<file path="src/vsbc_pkg.sv">
// Shared types, constants and command codes for the viewport stack blit clipper.
package vsbc_pkg;

  localparam int STACK_DEPTH = 16;
  localparam int COORD_BITS  = 16;

  localparam int POS_W     = 16;
  localparam int SIZE_W    = 15;
  localparam int CNT_W     = 8;
  localparam int COLOR_W   = 32;
  localparam int CFG_W     = 32;
  localparam int PADDR_W   = 3;
  localparam int IN_DATA_W = 168;

  localparam logic [SIZE_W-1:0] CANVAS_W_RESET = SIZE_W'(1024);
  localparam logic [SIZE_W-1:0] CANVAS_H_RESET = SIZE_W'(768);

  // register index, taken from paddr[2]
  localparam logic REG_CANVAS_W = 1'b0;
  localparam logic REG_CANVAS_H = 1'b1;

  typedef enum logic [1:0] {
    FUNC_PUSH = 2'd0,
    FUNC_POP  = 2'd1,
    FUNC_BLIT = 2'd2,
    FUNC_FILL = 2'd3
  } func_t;

  typedef enum logic [1:0] {
    ACT_NONE = 2'd0,
    ACT_BLIT = 2'd1,
    ACT_FILL = 2'd2
  } action_t;

  typedef enum logic [3:0] {
    CMD_NONE,
    CMD_LOAD,
    CMD_BLIT1,
    CMD_BLIT2,
    CMD_BLIT3,
    CMD_BLIT4,
    CMD_ISECT_A,
    CMD_ISECT_B,
    CMD_PUSH,
    CMD_POP_RD,
    CMD_POP_LD,
    CMD_RESULT
  } cmd_t;

  typedef struct packed {
    func_t func;
    logic  ovf;
    logic  pop_move;
  } status_t;

  typedef struct packed {
    logic [SIZE_W-1:0] canvas_width;
    logic [SIZE_W-1:0] canvas_height;
  } cfg_t;

  typedef struct packed {
    func_t                    func;
    logic                     has_rect;
    logic signed [POS_W-1:0]  rect_x;
    logic signed [POS_W-1:0]  rect_y;
    logic [SIZE_W-1:0]        rect_w;
    logic [SIZE_W-1:0]        rect_h;
    logic signed [POS_W-1:0]  src_x;
    logic signed [POS_W-1:0]  src_y;
    logic [SIZE_W-1:0]        img_w;
    logic [SIZE_W-1:0]        img_h;
    logic [CNT_W-1:0]         unwind_count;
    logic [COLOR_W-1:0]       fill_color;
  } item_t;

  typedef struct packed {
    action_t                  action;
    logic signed [POS_W-1:0]  dst_out_x;
    logic signed [POS_W-1:0]  dst_out_y;
    logic signed [POS_W-1:0]  src_out_x;
    logic signed [POS_W-1:0]  src_out_y;
    logic [SIZE_W-1:0]        out_w;
    logic [SIZE_W-1:0]        out_h;
    logic [COLOR_W-1:0]       color_out;
    logic                     overflow;
  } result_t;

endpackage

</file>
<file path="src/vsbc_regs.sv">
// Configuration register file on the APB-style port: canvas width and height.
module vsbc_regs (
  input  logic                          clk,
  input  logic                          rst,
  input  logic                          psel,
  input  logic                          penable,
  input  logic                          pwrite,
  input  logic [vsbc_pkg::PADDR_W-1:0]  paddr,
  input  logic [vsbc_pkg::CFG_W-1:0]    pwdata,
  output logic [vsbc_pkg::CFG_W-1:0]    prdata,
  output logic                          pready,
  output vsbc_pkg::cfg_t                cfg
);

  logic wr_en;

  assign pready = 1'b1;
  assign wr_en  = psel && penable && pwrite && pready;

  always_ff @(posedge clk) begin
    if (rst) begin
      cfg.canvas_width  <= vsbc_pkg::CANVAS_W_RESET;
      cfg.canvas_height <= vsbc_pkg::CANVAS_H_RESET;
    end else if (wr_en) begin
      if (paddr[2] == vsbc_pkg::REG_CANVAS_W) begin
        cfg.canvas_width <= pwdata[vsbc_pkg::SIZE_W-1:0];
      end else begin
        cfg.canvas_height <= pwdata[vsbc_pkg::SIZE_W-1:0];
      end
    end
  end

  always_comb begin
    if (paddr[2] == vsbc_pkg::REG_CANVAS_W) begin
      prdata = vsbc_pkg::CFG_W'(cfg.canvas_width);
    end else begin
      prdata = vsbc_pkg::CFG_W'(cfg.canvas_height);
    end
  end

endmodule

</file>
<file path="src/vsbc_ctrl.sv">
// Sequencer: steps one request through the clip datapath and owns the handshakes.
module vsbc_ctrl (
  input  logic              clk,
  input  logic              rst,
  input  logic              s_tvalid,
  output logic              s_tready,
  output logic              m_tvalid,
  input  logic              m_tready,
  input  vsbc_pkg::status_t status,
  output vsbc_pkg::cmd_t    cmd
);

  typedef enum logic [3:0] {
    S_IDLE,
    S_DISPATCH,
    S_BLIT1,
    S_BLIT2,
    S_BLIT3,
    S_BLIT4,
    S_ISECT_A,
    S_ISECT_B,
    S_PUSH,
    S_POP_RD,
    S_POP_LD,
    S_RESULT
  } state_t;

  state_t state;
  logic   out_free;

  // output register can take a new result this cycle
  assign out_free = !m_tvalid || m_tready;

  always_comb begin
    case (state)
      S_IDLE:     cmd = (s_tready && s_tvalid) ? vsbc_pkg::CMD_LOAD : vsbc_pkg::CMD_NONE;
      S_BLIT1:    cmd = vsbc_pkg::CMD_BLIT1;
      S_BLIT2:    cmd = vsbc_pkg::CMD_BLIT2;
      S_BLIT3:    cmd = vsbc_pkg::CMD_BLIT3;
      S_BLIT4:    cmd = vsbc_pkg::CMD_BLIT4;
      S_ISECT_A:  cmd = vsbc_pkg::CMD_ISECT_A;
      S_ISECT_B:  cmd = vsbc_pkg::CMD_ISECT_B;
      S_PUSH:     cmd = vsbc_pkg::CMD_PUSH;
      S_POP_RD:   cmd = vsbc_pkg::CMD_POP_RD;
      S_POP_LD:   cmd = vsbc_pkg::CMD_POP_LD;
      S_RESULT:   cmd = out_free ? vsbc_pkg::CMD_RESULT : vsbc_pkg::CMD_NONE;
      default:    cmd = vsbc_pkg::CMD_NONE;
    endcase
  end

  always_ff @(posedge clk) begin
    if (rst) begin
      state    <= S_IDLE;
      s_tready <= 1'b0;
      m_tvalid <= 1'b0;
    end else begin
      // a new result may load at the edge the previous one is taken
      if (state == S_RESULT && out_free) begin
        m_tvalid <= 1'b1;
      end else if (m_tvalid && m_tready) begin
        m_tvalid <= 1'b0;
      end
      case (state)
        S_IDLE: begin
          if (!s_tready) begin
            s_tready <= 1'b1;
          end else if (s_tvalid) begin
            s_tready <= 1'b0;
            state    <= S_DISPATCH;
          end
        end
        S_DISPATCH: begin
          case (status.func)
            vsbc_pkg::FUNC_PUSH: state <= status.ovf ? S_RESULT : S_ISECT_A;
            vsbc_pkg::FUNC_POP:  state <= status.pop_move ? S_POP_RD : S_RESULT;
            vsbc_pkg::FUNC_BLIT: state <= S_BLIT1;
            default:             state <= S_ISECT_A;
          endcase
        end
        S_BLIT1:   state <= S_BLIT2;
        S_BLIT2:   state <= S_BLIT3;
        S_BLIT3:   state <= S_BLIT4;
        S_BLIT4:   state <= S_RESULT;
        S_ISECT_A: state <= S_ISECT_B;
        S_ISECT_B: state <= (status.func == vsbc_pkg::FUNC_PUSH) ? S_PUSH : S_RESULT;
        S_PUSH:    state <= S_RESULT;
        S_POP_RD:  state <= S_POP_LD;
        S_POP_LD:  state <= S_RESULT;
        S_RESULT: begin
          if (out_free) begin
            s_tready <= 1'b1;
            state    <= S_IDLE;
          end
        end
        default:   state <= S_IDLE;
      endcase
    end
  end

endmodule

</file>
<file path="src/vsbc_dp.sv">
// Datapath: viewport stack, top-entry cache, per-axis clip unit and result register.
module vsbc_dp #(
  parameter int  STACK_DEPTH = vsbc_pkg::STACK_DEPTH,
  parameter int  COORD_BITS  = vsbc_pkg::COORD_BITS,
  localparam int LEVEL_W     = $clog2(STACK_DEPTH + 1)
) (
  input  logic                 clk,
  input  logic                 rst,
  input  vsbc_pkg::cmd_t       cmd,
  input  vsbc_pkg::item_t      item,
  input  vsbc_pkg::cfg_t       cfg,
  output vsbc_pkg::status_t    status,
  output vsbc_pkg::result_t    res,
  output logic [LEVEL_W-1:0]   stack_level
);

  localparam int TW    = $clog2(STACK_DEPTH);
  localparam int SW    = vsbc_pkg::SIZE_W;
  localparam int PW    = vsbc_pkg::POS_W;
  localparam int WW    = ((COORD_BITS > PW) ? COORD_BITS : PW) + 4;
  localparam int ENT_W = 4 * COORD_BITS + 2 * SW;
  localparam int UW    = ((TW > vsbc_pkg::CNT_W) ? TW : vsbc_pkg::CNT_W) + 1;
  localparam logic [TW-1:0] TOP_MAX = TW'(STACK_DEPTH - 1);

  // top-of-stack cache
  logic [TW-1:0]                 top;
  logic signed [COORD_BITS-1:0]  org [2];
  logic signed [COORD_BITS-1:0]  cxy [2];
  logic [SW-1:0]                 cwh [2];

  // entries below the top
  logic [ENT_W-1:0]              mem [STACK_DEPTH];
  logic [ENT_W-1:0]              rd_data;
  logic [ENT_W-1:0]              cur_ent;

  // request held for the duration of its work
  vsbc_pkg::func_t               func;
  logic                          ovf;
  logic [vsbc_pkg::CNT_W-1:0]    unwind;
  logic [vsbc_pkg::COLOR_W-1:0]  color;
  logic [SW-1:0]                 img [2];
  logic signed [COORD_BITS-1:0]  new_org [2];

  // per-axis working registers: position, source / right edge, size
  logic signed [WW-1:0]          d [2];
  logic signed [WW-1:0]          s [2];
  logic [SW-1:0]                 n [2];
  logic signed [WW-1:0]          d_next [2];
  logic signed [WW-1:0]          s_next [2];
  logic [SW-1:0]                 n_next [2];

  // per-axis combinational terms
  logic signed [PW-1:0]          pos_in [2];
  logic signed [PW-1:0]          src_in [2];
  logic [SW-1:0]                 size_in [2];
  logic [SW-1:0]                 img_in [2];
  logic [SW-1:0]                 canvas [2];
  logic [SW-1:0]                 cw_eff [2];
  logic signed [WW-1:0]          cx_w [2];
  logic signed [WW-1:0]          cr_w [2];
  logic signed [WW-1:0]          d_sum [2];
  logic signed [WW-1:0]          wrap_w [2];
  logic signed [WW-1:0]          n_w [2];
  logic signed [WW-1:0]          iw_w [2];
  logic signed [WW-1:0]          e_w [2];
  logic signed [WW-1:0]          sn_w [2];
  logic signed [WW-1:0]          dn_w [2];

  logic [UW-1:0]                 pop_cnt;
  logic [UW-1:0]                 top_u;
  logic [UW-1:0]                 unw_u;
  logic [UW-1:0]                 newt_u;
  logic [TW-1:0]                 pop_top;
  logic                          blit_hit;
  logic                          fill_hit;

  function automatic logic [SW-1:0] sat0(input logic signed [WW-1:0] v);
    sat0 = v[WW-1] ? '0 : v[SW-1:0];
  endfunction

  assign pos_in[0]  = item.rect_x;
  assign pos_in[1]  = item.rect_y;
  assign src_in[0]  = item.src_x;
  assign src_in[1]  = item.src_y;
  assign size_in[0] = item.rect_w;
  assign size_in[1] = item.rect_h;
  assign img_in[0]  = item.img_w;
  assign img_in[1]  = item.img_h;
  assign canvas[0]  = cfg.canvas_width;
  assign canvas[1]  = cfg.canvas_height;

  always_comb begin
    for (int a = 0; a < 2; a++) begin
      // base entry takes its size from the canvas registers
      cw_eff[a] = (top == '0) ? canvas[a] : cwh[a];
      cx_w[a]   = WW'(cxy[a]);
      cr_w[a]   = cx_w[a] + $signed(WW'(cw_eff[a]));
      d_sum[a]  = WW'(org[a]) + WW'(pos_in[a]);
      wrap_w[a] = WW'($signed(d_sum[a][COORD_BITS-1:0]));
      n_w[a]    = $signed(WW'(n[a]));
      iw_w[a]   = $signed(WW'(img[a]));
      e_w[a]    = cx_w[a] - d[a];
      sn_w[a]   = s[a] + n_w[a];
      dn_w[a]   = d[a] + n_w[a];
    end
  end

  // working registers: one clip step per command
  always_comb begin
    for (int a = 0; a < 2; a++) begin
      d_next[a] = d[a];
      s_next[a] = s[a];
      n_next[a] = n[a];
      case (cmd)
        vsbc_pkg::CMD_LOAD: begin
          if (item.func == vsbc_pkg::FUNC_BLIT) begin
            d_next[a] = d_sum[a];
            n_next[a] = item.has_rect ? size_in[a] : img_in[a];
          end else if (item.has_rect) begin
            d_next[a] = (item.func == vsbc_pkg::FUNC_PUSH) ? wrap_w[a] : d_sum[a];
            n_next[a] = size_in[a];
          end else begin
            // no rectangle: intersecting the clip with itself keeps it
            d_next[a] = cx_w[a];
            n_next[a] = cw_eff[a];
          end
          s_next[a] = WW'(src_in[a]);
        end
        vsbc_pkg::CMD_BLIT1: begin
          if (s[a][WW-1]) begin
            n_next[a] = sat0(n_w[a] + s[a]);
            d_next[a] = d[a] - s[a];
            s_next[a] = '0;
          end
        end
        vsbc_pkg::CMD_BLIT2: begin
          if (d[a] < cx_w[a]) begin
            n_next[a] = sat0(n_w[a] - e_w[a]);
            s_next[a] = s[a] + e_w[a];
            d_next[a] = cx_w[a];
          end
        end
        vsbc_pkg::CMD_BLIT3: begin
          if (sn_w[a] > iw_w[a]) begin
            n_next[a] = sat0(iw_w[a] - s[a]);
          end
        end
        vsbc_pkg::CMD_BLIT4: begin
          if (dn_w[a] > cr_w[a]) begin
            n_next[a] = sat0(cr_w[a] - d[a]);
          end
        end
        vsbc_pkg::CMD_ISECT_A: begin
          d_next[a] = (d[a] > cx_w[a]) ? d[a] : cx_w[a];
          s_next[a] = (dn_w[a] < cr_w[a]) ? dn_w[a] : cr_w[a];
        end
        vsbc_pkg::CMD_ISECT_B: begin
          n_next[a] = sat0(s[a] - d[a]);
        end
        default: begin
        end
      endcase
    end
  end

  always_ff @(posedge clk) begin
    for (int a = 0; a < 2; a++) begin
      d[a] <= d_next[a];
      s[a] <= s_next[a];
      n[a] <= n_next[a];
    end
  end

  // capture the request
  always_ff @(posedge clk) begin
    if (cmd == vsbc_pkg::CMD_LOAD) begin
      func   <= item.func;
      ovf    <= (item.func == vsbc_pkg::FUNC_PUSH) && (top == TOP_MAX);
      unwind <= item.unwind_count;
      color  <= item.fill_color;
      for (int a = 0; a < 2; a++) begin
        img[a]     <= img_in[a];
        new_org[a] <= item.has_rect ? $signed(d_sum[a][COORD_BITS-1:0]) : org[a];
      end
    end
  end

  // pop stops at the base entry
  assign top_u   = UW'(top);
  assign unw_u   = UW'(unwind);
  assign pop_cnt = (unw_u < top_u) ? unw_u : top_u;
  assign newt_u  = top_u - pop_cnt;
  assign pop_top = newt_u[TW-1:0];

  assign status.func     = func;
  assign status.ovf      = ovf;
  assign status.pop_move = (func == vsbc_pkg::FUNC_POP) && (unwind != '0) && (top != '0);

  assign cur_ent = {org[1], org[0], cxy[1], cxy[0], cwh[1], cwh[0]};

  always_ff @(posedge clk) begin
    if (cmd == vsbc_pkg::CMD_PUSH) begin
      mem[top] <= cur_ent;
    end
    if (cmd == vsbc_pkg::CMD_POP_RD) begin
      rd_data <= mem[pop_top];
    end
  end

  always_ff @(posedge clk) begin
    if (rst) begin
      top <= '0;
      for (int a = 0; a < 2; a++) begin
        org[a] <= '0;
        cxy[a] <= '0;
        cwh[a] <= '0;
      end
    end else begin
      case (cmd)
        vsbc_pkg::CMD_PUSH: begin
          top <= top + 1'b1;
          for (int a = 0; a < 2; a++) begin
            org[a] <= new_org[a];
            cxy[a] <= $signed(d[a][COORD_BITS-1:0]);
            cwh[a] <= n[a];
          end
        end
        vsbc_pkg::CMD_POP_RD: begin
          top <= pop_top;
        end
        vsbc_pkg::CMD_POP_LD: begin
          cwh[0] <= rd_data[SW-1:0];
          cwh[1] <= rd_data[2*SW-1:SW];
          cxy[0] <= $signed(rd_data[2*SW +: COORD_BITS]);
          cxy[1] <= $signed(rd_data[2*SW+COORD_BITS +: COORD_BITS]);
          org[0] <= $signed(rd_data[2*SW+2*COORD_BITS +: COORD_BITS]);
          org[1] <= $signed(rd_data[2*SW+3*COORD_BITS +: COORD_BITS]);
        end
        default: begin
        end
      endcase
    end
  end

  assign blit_hit = (func == vsbc_pkg::FUNC_BLIT) && (n[0] != '0) && (n[1] != '0);
  assign fill_hit = (func == vsbc_pkg::FUNC_FILL) && (n[0] != '0) && (n[1] != '0);

  // result register; unused fields drop to zero
  always_ff @(posedge clk) begin
    if (cmd == vsbc_pkg::CMD_RESULT) begin
      res.action    <= blit_hit ? vsbc_pkg::ACT_BLIT :
                       (fill_hit ? vsbc_pkg::ACT_FILL : vsbc_pkg::ACT_NONE);
      res.dst_out_x <= (blit_hit || fill_hit) ? d[0][PW-1:0] : '0;
      res.dst_out_y <= (blit_hit || fill_hit) ? d[1][PW-1:0] : '0;
      res.src_out_x <= blit_hit ? s[0][PW-1:0] : '0;
      res.src_out_y <= blit_hit ? s[1][PW-1:0] : '0;
      res.out_w     <= (blit_hit || fill_hit) ? n[0] : '0;
      res.out_h     <= (blit_hit || fill_hit) ? n[1] : '0;
      res.color_out <= fill_hit ? color : '0;
      res.overflow  <= ovf;
      stack_level   <= LEVEL_W'(top) + LEVEL_W'(1);
    end
  end

`ifndef SYNTHESIS
  a_top_bound: assert property (@(posedge clk) disable iff (rst) top <= TOP_MAX)
    else $error("stack top beyond last entry");

  a_push_grows: assert property (@(posedge clk) disable iff (rst)
    cmd == vsbc_pkg::CMD_PUSH |=> top == TW'($past(top) + 1'b1))
    else $error("push did not advance the stack top");

  a_push_not_full: assert property (@(posedge clk) disable iff (rst)
    cmd == vsbc_pkg::CMD_PUSH |-> !ovf)
    else $error("push executed on a full stack");

  a_empty_action: assert property (@(posedge clk) disable iff (rst)
    cmd == vsbc_pkg::CMD_RESULT |=>
      ((res.action == vsbc_pkg::ACT_NONE) == (res.out_w == '0 || res.out_h == '0)))
    else $error("action disagrees with clipped size");
`endif

endmodule

</file>
<file path="src/viewport_stack_blit_clipper_top.sv">
// Top level of the viewport stack blit clipper: stream ports, register port, controller, datapath.
// Next request can be taken in the cycle after the result loads. Throughput is set by the sequencer,
// which steps the per-axis clip unit one rule per cycle. Synchronous reset leaves only the base
// viewport (origin 0,0, clip 0,0,1024x768) on the stack; the stack memory is not cleared and
// s_tready rises in the cycle after reset.
module viewport_stack_blit_clipper_top #(
  parameter int  STACK_DEPTH = vsbc_pkg::STACK_DEPTH,
  parameter int  COORD_BITS  = vsbc_pkg::COORD_BITS,
  localparam int LEVEL_W     = $clog2(STACK_DEPTH + 1),
  localparam int M_DATA_W    = ((127 + LEVEL_W + 7) / 8) * 8
) (
  input  logic                              clk,
  input  logic                              rst,
  // configuration port
  input  logic                              psel,
  input  logic                              penable,
  input  logic                              pwrite,
  input  logic [vsbc_pkg::PADDR_W-1:0]      paddr,
  input  logic [vsbc_pkg::CFG_W-1:0]        pwdata,
  output logic [vsbc_pkg::CFG_W-1:0]        prdata,
  output logic                              pready,
  // request stream
  input  logic                              s_tvalid,
  output logic                              s_tready,
  // rect_x, rect_y, rect_w, rect_h, src_x, src_y, img_w, img_h, unwind_count, fill_color
  input  logic [vsbc_pkg::IN_DATA_W-1:0]    s_tdata,
  // func, has_rect
  input  logic [2:0]                        s_tuser,
  // result stream
  output logic                              m_tvalid,
  input  logic                              m_tready,
  // dst_out_x, dst_out_y, src_out_x, src_out_y, out_w, out_h, color_out, stack_level, overflow
  output logic [M_DATA_W-1:0]               m_tdata,
  // action
  output logic [1:0]                        m_tuser
);

  vsbc_pkg::cfg_t            cfg;
  vsbc_pkg::item_t           item;
  vsbc_pkg::status_t         status;
  vsbc_pkg::cmd_t            cmd;
  vsbc_pkg::result_t         res;
  logic [LEVEL_W-1:0]        stack_level;

  // unpack the request, lowest field first
  assign item.func         = vsbc_pkg::func_t'(s_tuser[1:0]);
  assign item.has_rect     = s_tuser[2];
  assign item.rect_x       = s_tdata[15:0];
  assign item.rect_y       = s_tdata[31:16];
  assign item.rect_w       = s_tdata[46:32];
  assign item.rect_h       = s_tdata[61:47];
  assign item.src_x        = s_tdata[77:62];
  assign item.src_y        = s_tdata[93:78];
  assign item.img_w        = s_tdata[108:94];
  assign item.img_h        = s_tdata[123:109];
  assign item.unwind_count = s_tdata[131:124];
  assign item.fill_color   = s_tdata[163:132];

  vsbc_regs u_regs (
    .clk     (clk),
    .rst     (rst),
    .psel    (psel),
    .penable (penable),
    .pwrite  (pwrite),
    .paddr   (paddr),
    .pwdata  (pwdata),
    .prdata  (prdata),
    .pready  (pready),
    .cfg     (cfg)
  );

  // sequencer: holds s_tready low while a request is in flight
  vsbc_ctrl u_ctrl (
    .clk      (clk),
    .rst      (rst),
    .s_tvalid (s_tvalid),
    .s_tready (s_tready),
    .m_tvalid (m_tvalid),
    .m_tready (m_tready),
    .status   (status),
    .cmd      (cmd)
  );

  // stack, clip unit and output register
  vsbc_dp #(
    .STACK_DEPTH (STACK_DEPTH),
    .COORD_BITS  (COORD_BITS)
  ) u_dp (
    .clk         (clk),
    .rst         (rst),
    .cmd         (cmd),
    .item        (item),
    .cfg         (cfg),
    .status      (status),
    .res         (res),
    .stack_level (stack_level)
  );

  // pack the result, lowest field first, zero padded to whole bytes
  assign m_tdata = M_DATA_W'({res.overflow, stack_level, res.color_out, res.out_h, res.out_w,
                              res.src_out_y, res.src_out_x, res.dst_out_y, res.dst_out_x});
  assign m_tuser = res.action;

endmodule

</file>
<file path="config.mk">
export PLATFORM = sky130hd
export DESIGN_NAME = viewport_stack_blit_clipper_top
export DESIGN_NICKNAME = d
export VERILOG_FILES = /design/src/vsbc_pkg.sv /design/src/vsbc_regs.sv /design/src/vsbc_ctrl.sv /design/src/vsbc_dp.sv /design/src/viewport_stack_blit_clipper_top.sv
export SDC_FILE = /design/constraint.sdc
export NUM_CORES = 2
export LEC_CHECK = 0
export ABC_AREA = 0
export BUFFER_PORTS_ARGS = -buffer_cell sky130_fd_sc_hd__buf_2
export CORE_MARGIN = 2
export CORE_UTILIZATION = 63
export CTS_BUF_LIST = sky130_fd_sc_hd__clkbuf_4 sky130_fd_sc_hd__clkbuf_8
export DETAILED_ROUTE_END_ITERATION = 10
export PLACE_DENSITY = 0.92
export SETUP_SLACK_MARGIN = 0.1
export SYNTH_ARGS = -nofsm -noshare
export SYNTH_HDL_FRONTEND = slang
export SYNTH_SLANG_ARGS = --single-unit
</file>
<file path="constraint.sdc">
create_clock -name clk -period 12.4 [get_ports clk]
set_input_delay 1.24 -clock clk [delete_from_list [all_inputs] [get_ports clk]]
set_output_delay 1.24 -clock clk [all_outputs]
set_load 0.02 [all_outputs]
</file>
* Word-level counts from Yosys, hierarchy flattened
Memory sizes are Yosys's and may differ from the RTL's. A register that Yosys moved wholly into a read port is not among the register bits.
Index checks and enable logic that the tools add are counted.
Widths: inputs -> output; s select.
** Storage, ports and cells
- Register bits after elaboration :: 217
- Bits of input ports :: 213
- Latch bits :: 0
- Logic and storage cells :: 235
- RAM bits :: 1770
- Output and inout bits :: 173
- Memories kept :: 9
- ROM bits :: 0
** Memories
- u_dp.mem :: words 16, width 94, rd ports 1, clocked after Yosys merged registers in 1, write ports 1, RTL line vsbc_dp.sv:32 : logic [ENT_W-1:0] mem [STACK_DEPTH];
- u_dp.d :: words 2, width 20, rd ports 2, clocked after Yosys merged registers in 0, write ports 2, RTL line vsbc_dp.sv:45 : logic signed [WW-1:0] d [2];
- u_dp.s :: words 2, width 20, rd ports 2, clocked after Yosys merged registers in 0, write ports 2, RTL line vsbc_dp.sv:46 : logic signed [WW-1:0] s [2];
- u_dp.cxy :: words 2, width 16, rd ports 2, clocked after Yosys merged registers in 0, write ports 2, RTL line vsbc_dp.sv:28 : logic signed [COORD_BITS-1:0] cxy [2];
- u_dp.new_org :: words 2, width 16, rd ports 2, clocked after Yosys merged registers in 0, write ports 2, RTL line vsbc_dp.sv:42 : logic signed [COORD_BITS-1:0] new_org [2];
- u_dp.org :: words 2, width 16, rd ports 2, clocked after Yosys merged registers in 0, write ports 2, RTL line vsbc_dp.sv:27 : logic signed [COORD_BITS-1:0] org [2];
- 3 more memories
** Operators by class
- Bitwise gates (word level) :: 13
- Magnitude comparators :: 11
- Shifts and indexed selects :: 0
- Equal/unequal tests :: 30
- Add/sub/neg operators :: 25
- Reductions and logical operators :: 31
- Multiply operators :: 0
- Divide/modulo/power cells :: 0
- Muxes and demuxes :: 96
** Operators by type and width (count)
- $mux 15 :: 31
- $mux 20 :: 16
- $pmux 20 s4 :: 4
- $pmux 15 s6 :: 2
- $mux 16 :: 10
- $sub 16x20->20 :: 6
- $sub 20x20->20 :: 6
- $gt 20x16->1 :: 4
- $add 16x16->17 :: 4
- $pmux 4 s11 :: 1
- $add 16x20->20 :: 2
- $add 20x16->20 :: 2
- $add 20x20->20 :: 2
- $gt 20x20->1 :: 2
- $lt 20x16->1 :: 2
- $lt 20x20->1 :: 2
- $pmux 4 s10 :: 1
- $mux 19 :: 2
- $eq 4x4->1 const B :: 9
- $eq 4x3->1 const B :: 8
- $reduce_bool 15->1 :: 2
- $mux 4 :: 6
- $mux 1 :: 17
- $eq 4x2->1 const B :: 4
- 26 further kinds :: 61

* Longest topological paths before layout
- Depth after elaboration :: 10
- Depth in mapped cells :: 30
- Depth with buffers taken out :: 27

* Hierarchy
Synthesis repeated with hierarchy kept, for this count alone.
** Unflattened totals
- Cells, all modules :: 6405
- Area, all modules :: 99608.0 um2
** By module, submodules not included
- vsbc_dp :: area each 97488.5 um2, cells each 6183, times used 1, seq. area each 61368.9 um2
- vsbc_regs :: area each 1604.0 um2, cells each 158, times used 1, seq. area each 600.6 um2
- vsbc_ctrl :: area each 481.7 um2, cells each 59, times used 1, seq. area each 120.1 um2
- viewport_stack_blit_clipper_top :: area each 33.8 um2, cells each 5, times used 1, seq. area each 0.0 um2

* Worst setup path after synthesis
No wires, ideal clock.
- Kind :: input-to-reg
- Start point :: input port m_tready
- End point :: register, netlist name u_dp.res[0]
- Path buffers :: 0
- Setup time :: 0.791 ns
- Setup slack :: 1.258 ns
- Arrival :: 10.350 ns
- Required time :: 11.609 ns
- Stages :: 2
- Path through :: nor2b_1 nor3_1
** On the way
- Word-level cells in the longest chain between the ends :: 4
** Ends and longest elaborated chain
- start, declared :: RTL line viewport_stack_blit_clipper_top.sv:31 : input logic m_tready,
- $logic_or 1x1->1 :: RTL line vsbc_ctrl.sv:32 : assign out_free = !m_tvalid || m_tready;
- $mux 4 :: RTL line vsbc_ctrl.sv:46 : S_RESULT: cmd = out_free ? vsbc_pkg::CMD_RESULT : vsbc_pkg::CMD_NONE;
- $pmux 4 s11 :: RTL line vsbc_ctrl.sv:35 : case (state)
- $eq 4x4->1 :: RTL line vsbc_dp.sv:250 : if (cmd == vsbc_pkg::CMD_RESULT) begin
No other way between the ends.
A chain may end at the register's enable or synchronous reset.

==> results.md <==
STA:
- Setup repair after global routing left no endpoint under its margin.
- The count of final hold-check violations is 0.
- The ratio of final minimum period to clock period is 69.69%.
- The accumulated negative setup slack is 0 ns.
- The number of endpoints failing setup at the final stage is 0.
- The slew of the pin with the lowest slew margin is 1.564 ns.
- The total count of max-transition violations in the final report came to 3.
- Headroom to the max-slew limit came out at -4.657%.
- Static timing analysis puts the maximum clock frequency at 115.7 MHz.
- The smallest clock period supported by the final layout is computed as 8.642 ns.
- The worst clock skew on the final layout is 0.09471 ns.

Route:
- The length of the first detailed-routing pass in iterations is 8.
- The total via count in the routed design is 69035.
- In the detailed route, the total length drawn on met2 is 152.6 mm.
- The routed length on met3 is 55.23 mm.
- The uppermost metal layer occupied by signal nets is met5.
- Dividing the detail-routed wire length by the instance count gives 37.79 um.
- In this run, the number of DRC markers left after iteration 0 of detailed routing was 13056.
- For this block, the routed nets add up to 351.0 mm of wire.
- In this run the remaining antenna-violating nets after routing total 0.
- After detailed routing, the number of vias per cell comes to 7.433.
- The post-route met1 wirelength is 109.2 mm.
- The remaining routing DRC violations is 0.

Worst setup path:
- The peak fanout along the critical path is 25.
- Data on the critical path arrives at its endpoint at 9.30 ns.
- Data on the critical path is required at its endpoint by 13.06 ns.
- The worst setup path is launched from a register.
- By startpoint and endpoint, the worst setup path is classified as register to register.
- The worst setup path is captured at a register.

Floorplanning:
- The floorplan step set the die height to 400.8 um.
- The initial utilization of the core area, before any placement, comes to 63.50%.
- The number of rows created at floorplan is 145.
- The core region is 156200 um^2.
- The top-level port count is 386.
- The die is 400.8 um wide.
- The area of the die is 160600 um^2.

CTS:
- After clock tree synthesis, the repair step resized 0 gates.
- Clock latency on the worst-skew pair, taken at its later pin, is 1.12 ns.
- The buffer cell driving the clock tree root is sky130_fd_sc_hd__clkbuf_8.
- The register clock-pin slew on the reported worst setup and hold paths is 0.07 ns.
- The longest clock path from root to sink contains 4 buffers.
- Counting the buffers created by CTS gives 337.
- After clock tree synthesis, the setup repair step added 0 buffers.
- The hold buffer count at CTS is 0.
- The number of clock sinks is 2081.
- The clock tree from TritonCTS is built.
- The H-tree was split into 5 levels.

GRT:
- The largest net degree at the start of global routing is 132.
- The first-pass GRT wire length is 489.1 mm.
- The via count of the first global-routing pass is 67599.
- The initial antenna violation count was 56.
- The total grt overflow is 0.
- The overall track demand over capacity in global routing is 43.34%.

Hold path:
- The tightest min-delay check is of the input port to register type.

Yosys:
- The most common cell in the synthesized netlist is sky130_fd_sc_hd__edfxtp_1.
- The register area share after synthesis is 62.60%.
- The synthesized instance count is 6421.
- The distinct cell type count of the synthesized netlist is 102.
- The fraction of synthesized cell area taken by the top area cell type is 61.79%.
- The fraction of registers with async set or reset after synthesis is 0%.
- The synthesized design contains 2041 enable-type register cells.
- For this run, the number of Yosys warnings is 0.
- Summed over all instances, the cell type with the most area after synthesis is sky130_fd_sc_hd__edfxtp_1.
- The most common flop cell mapped by yosys is sky130_fd_sc_hd__edfxtp_1.
- By area the synthesized netlist is led by sky130_fd_sc_hd__edfxtp_1 62%, sky130_fd_sc_hd__mux4_2 11%, sky130_fd_sc_hd__ha_1 5.6%, sky130_fd_sc_hd__xnor2_1 1.8%, sky130_fd_sc_hd__a21oi_1 1.5%.
- The cell area that synthesis handed to floorplanning was 99180 um^2.
- After synthesis the netlist holds a flip-flop and latch count of 2081.
- Sorting the synthesized cells by how often they occur yields 2041 x sky130_fd_sc_hd__edfxtp_1, 470 x sky130_fd_sc_hd__mux4_2, 446 x sky130_fd_sc_hd__ha_1.
- Averaged over all synthesized cells, the footprint is 15.45 um^2.

Outcome:
- The flow ran to the end, but the final reports show violations.
- The checks that failed: max-capacitance violations, max-slew violations.

Final layout:
- The count of nets after finishing is 7642.
- After filler insertion, the fill cell instance count of the layout stands at 8989.
- The area added between synthesis and finish is 11.01%.
- In the final layout, the share of cells above drive strength 1 is 21.92%.

Power and ir drop:
- The worst-case IR drop observed on VDD is 0.0002000 V.
- The total power consumption of the routed design is 31.11 mW.
- The leakage component of the power is 39.75 nW.
- Dividing total power by cell area gives a power density of 282.6 nW/um^2.

Job:
- The number of maximum-capacitance constraint violations is 1.

Placement:
- The sum of net half-perimeters after detailed placement is 223.8 mm.
- The count of port buffers added during placement is 340.
- Routability-driven placement finished with a final weighted congestion of 1.060.
worst max-delay path, stage by stage, from the launching register on:
cell and delay, ns:
sky130_fd_sc_hd__dfxtp_1 0.45, sky130_fd_sc_hd__inv_1 0.20, sky130_fd_sc_hd__ha_1 0.23, sky130_fd_sc_hd__and3_1 0.75
sky130_fd_sc_hd__mux2_2 0.50, sky130_fd_sc_hd__ha_1 0.36, sky130_fd_sc_hd__a2111oi_0 0.58, sky130_fd_sc_hd__o21ai_1 0.26
sky130_fd_sc_hd__a41oi_1 0.47, sky130_fd_sc_hd__o211ai_1 0.38, sky130_fd_sc_hd__nand2_1 0.52, sky130_fd_sc_hd__inv_1 0.19
sky130_fd_sc_hd__ha_1 0.42, sky130_fd_sc_hd__nand2_1 0.16, sky130_fd_sc_hd__nor4_1 0.40, sky130_fd_sc_hd__a22oi_1 0.21
sky130_fd_sc_hd__nor3b_1 0.21, sky130_fd_sc_hd__a211oi_1 0.40, sky130_fd_sc_hd__o22ai_4 0.36, sky130_fd_sc_hd__a31oi_1 0.32
sky130_fd_sc_hd__o2111a_1 0.80
area by class of cell:
class                   instances  area (um^2)  area share (%)
multi-input cells            3775        35100           31.88
clock buffers                 442         5502           4.997
inverters                     319         1197           1.088
clock inverters               140         1042          0.9466
repair buffers                446         2525           2.293
diodes                         27        67.56         0.06137
flip-flops and latches       2081        62090           56.39
well taps                    2058         2575           2.339
path summary, 6_finish.rpt:
| path | startpoint | end | slack (ns) | cells past startpoint |
|---|---|---|---|---|
| setup / recovery | u_dp.top[1]$_SDFFE_PP0P_ | u_dp.n[0][11]$_DFFE_PP_ | 3.76 | 20 |
| hold / removal | s_tdata[94] | u_dp.img[0][0]$_DFFE_PP_ | 0.34 | 1 |
| setup reg to reg | u_dp.top[1]$_SDFFE_PP0P_ | u_dp.n[0][11]$_DFFE_PP_ | 3.76 | 20 |
| hold reg to reg | u_regs.cfg[20]$_SDFFE_PP0P_ | u_regs.cfg[20]$_SDFFE_PP0P_ | 0.49 | 2 |
per-layer routing:
metal,up-vias,global-route usage [%]
met5,-,0.02974
met1,33145,52.21
met2,7383,63.82
li1,26463,-
met4,60,33.51
met3,1984,15.82
placed cells by master, fill, tap and decap left out, types with 85 or more instances in the layout:
| cell type | Yosys | final |
|---|---|---|
| sky130_fd_sc_hd__nand2_1 | 276 | 276 |
| sky130_fd_sc_hd__ha_1 | 446 | 445 |
| sky130_fd_sc_hd__and2_1 | 118 | 117 |
| sky130_fd_sc_hd__clkbuf_8 | 0 | 349 |
| sky130_fd_sc_hd__a21oi_1 | 301 | 301 |
| sky130_fd_sc_hd__inv_1 | 318 | 318 |
| sky130_fd_sc_hd__a21o_1 | 118 | 117 |
| sky130_fd_sc_hd__a22o_1 | 98 | 98 |
| sky130_fd_sc_hd__buf_4 | 23 | 105 |
| sky130_fd_sc_hd__xor2_1 | 85 | 85 |
| sky130_fd_sc_hd__nand3_1 | 87 | 87 |
| sky130_fd_sc_hd__clkbuf_4 | 0 | 93 |
| sky130_fd_sc_hd__buf_2 | 5 | 339 |
| sky130_fd_sc_hd__edfxtp_1 | 2041 | 2041 |
| sky130_fd_sc_hd__mux4_2 | 470 | 470 |
| sky130_fd_sc_hd__xnor2_1 | 207 | 204 |
| sky130_fd_sc_hd__o21ai_0 | 190 | 189 |
| sky130_fd_sc_hd__nor2_1 | 285 | 271 |
cells by family (layout without fill, tap and decap cells):
kind of cell / count (synthesis) / after routing / share of synthesized area (%)
and+or+nand+nor: 1166 / 1166 / 5.827
xor gates and xnor gates: 292 / 292 / 2.578
AOI/OAI and AO/OA: 1201 / 1201 / 8.222
buffers and inverters: 585 / 1347 / 2.346
muxes: 623 / 623 / 12.31
DFF: 2081 / 2081 / 62.60
adders and majority gates: 471 / 471 / 6.111
other: 2 / 49 / 0.007572
flip-flops by register name (all words and copies together), names as in the netlist, 30 cells and up:
signal,count
u_dp.rd_data,94
u_dp.color,32
u_dp.s,40
u_regs.cfg,30
u_dp.new_org,32
u_dp.mem,1504
u_dp.img,30
u_dp.res,129
u_dp.cwh,30
u_dp.org,32
u_dp.d,40
u_dp.cxy,32
u_dp.n,30
metrics by stage:
stage | area [um^2] | std cells | util [%] | setup slack, ns | hold slack [ns]
5_1_grt | 110100 | 9268 | 70.45 | 3.305 | 0.3350
6_report | 110100 | 9288 | 70.49 | 3.758 | 0.3416
3_5_place_dp | 103500 | 8679 | 66.25 | 4.140 | 0.4806
4_1_cts | 110000 | 9261 | 70.44 | 4.062 | 0.3041
3_3_place_gp | 103500 | 8679 | 66.25 | 4.351 | 0.4625
2_1_floorplan | 99260 | 6441 | - | 1.258 | 0.4275
report_power, final:
part / total [mW] / switching (mW) / internal (mW)
clock network: 6.06 / 2.86 / 3.20
logic: 15.5 / 9.33 / 6.15
registers: 9.57 / 0.996 / 8.58
Power figures use the tool's default switching activity.
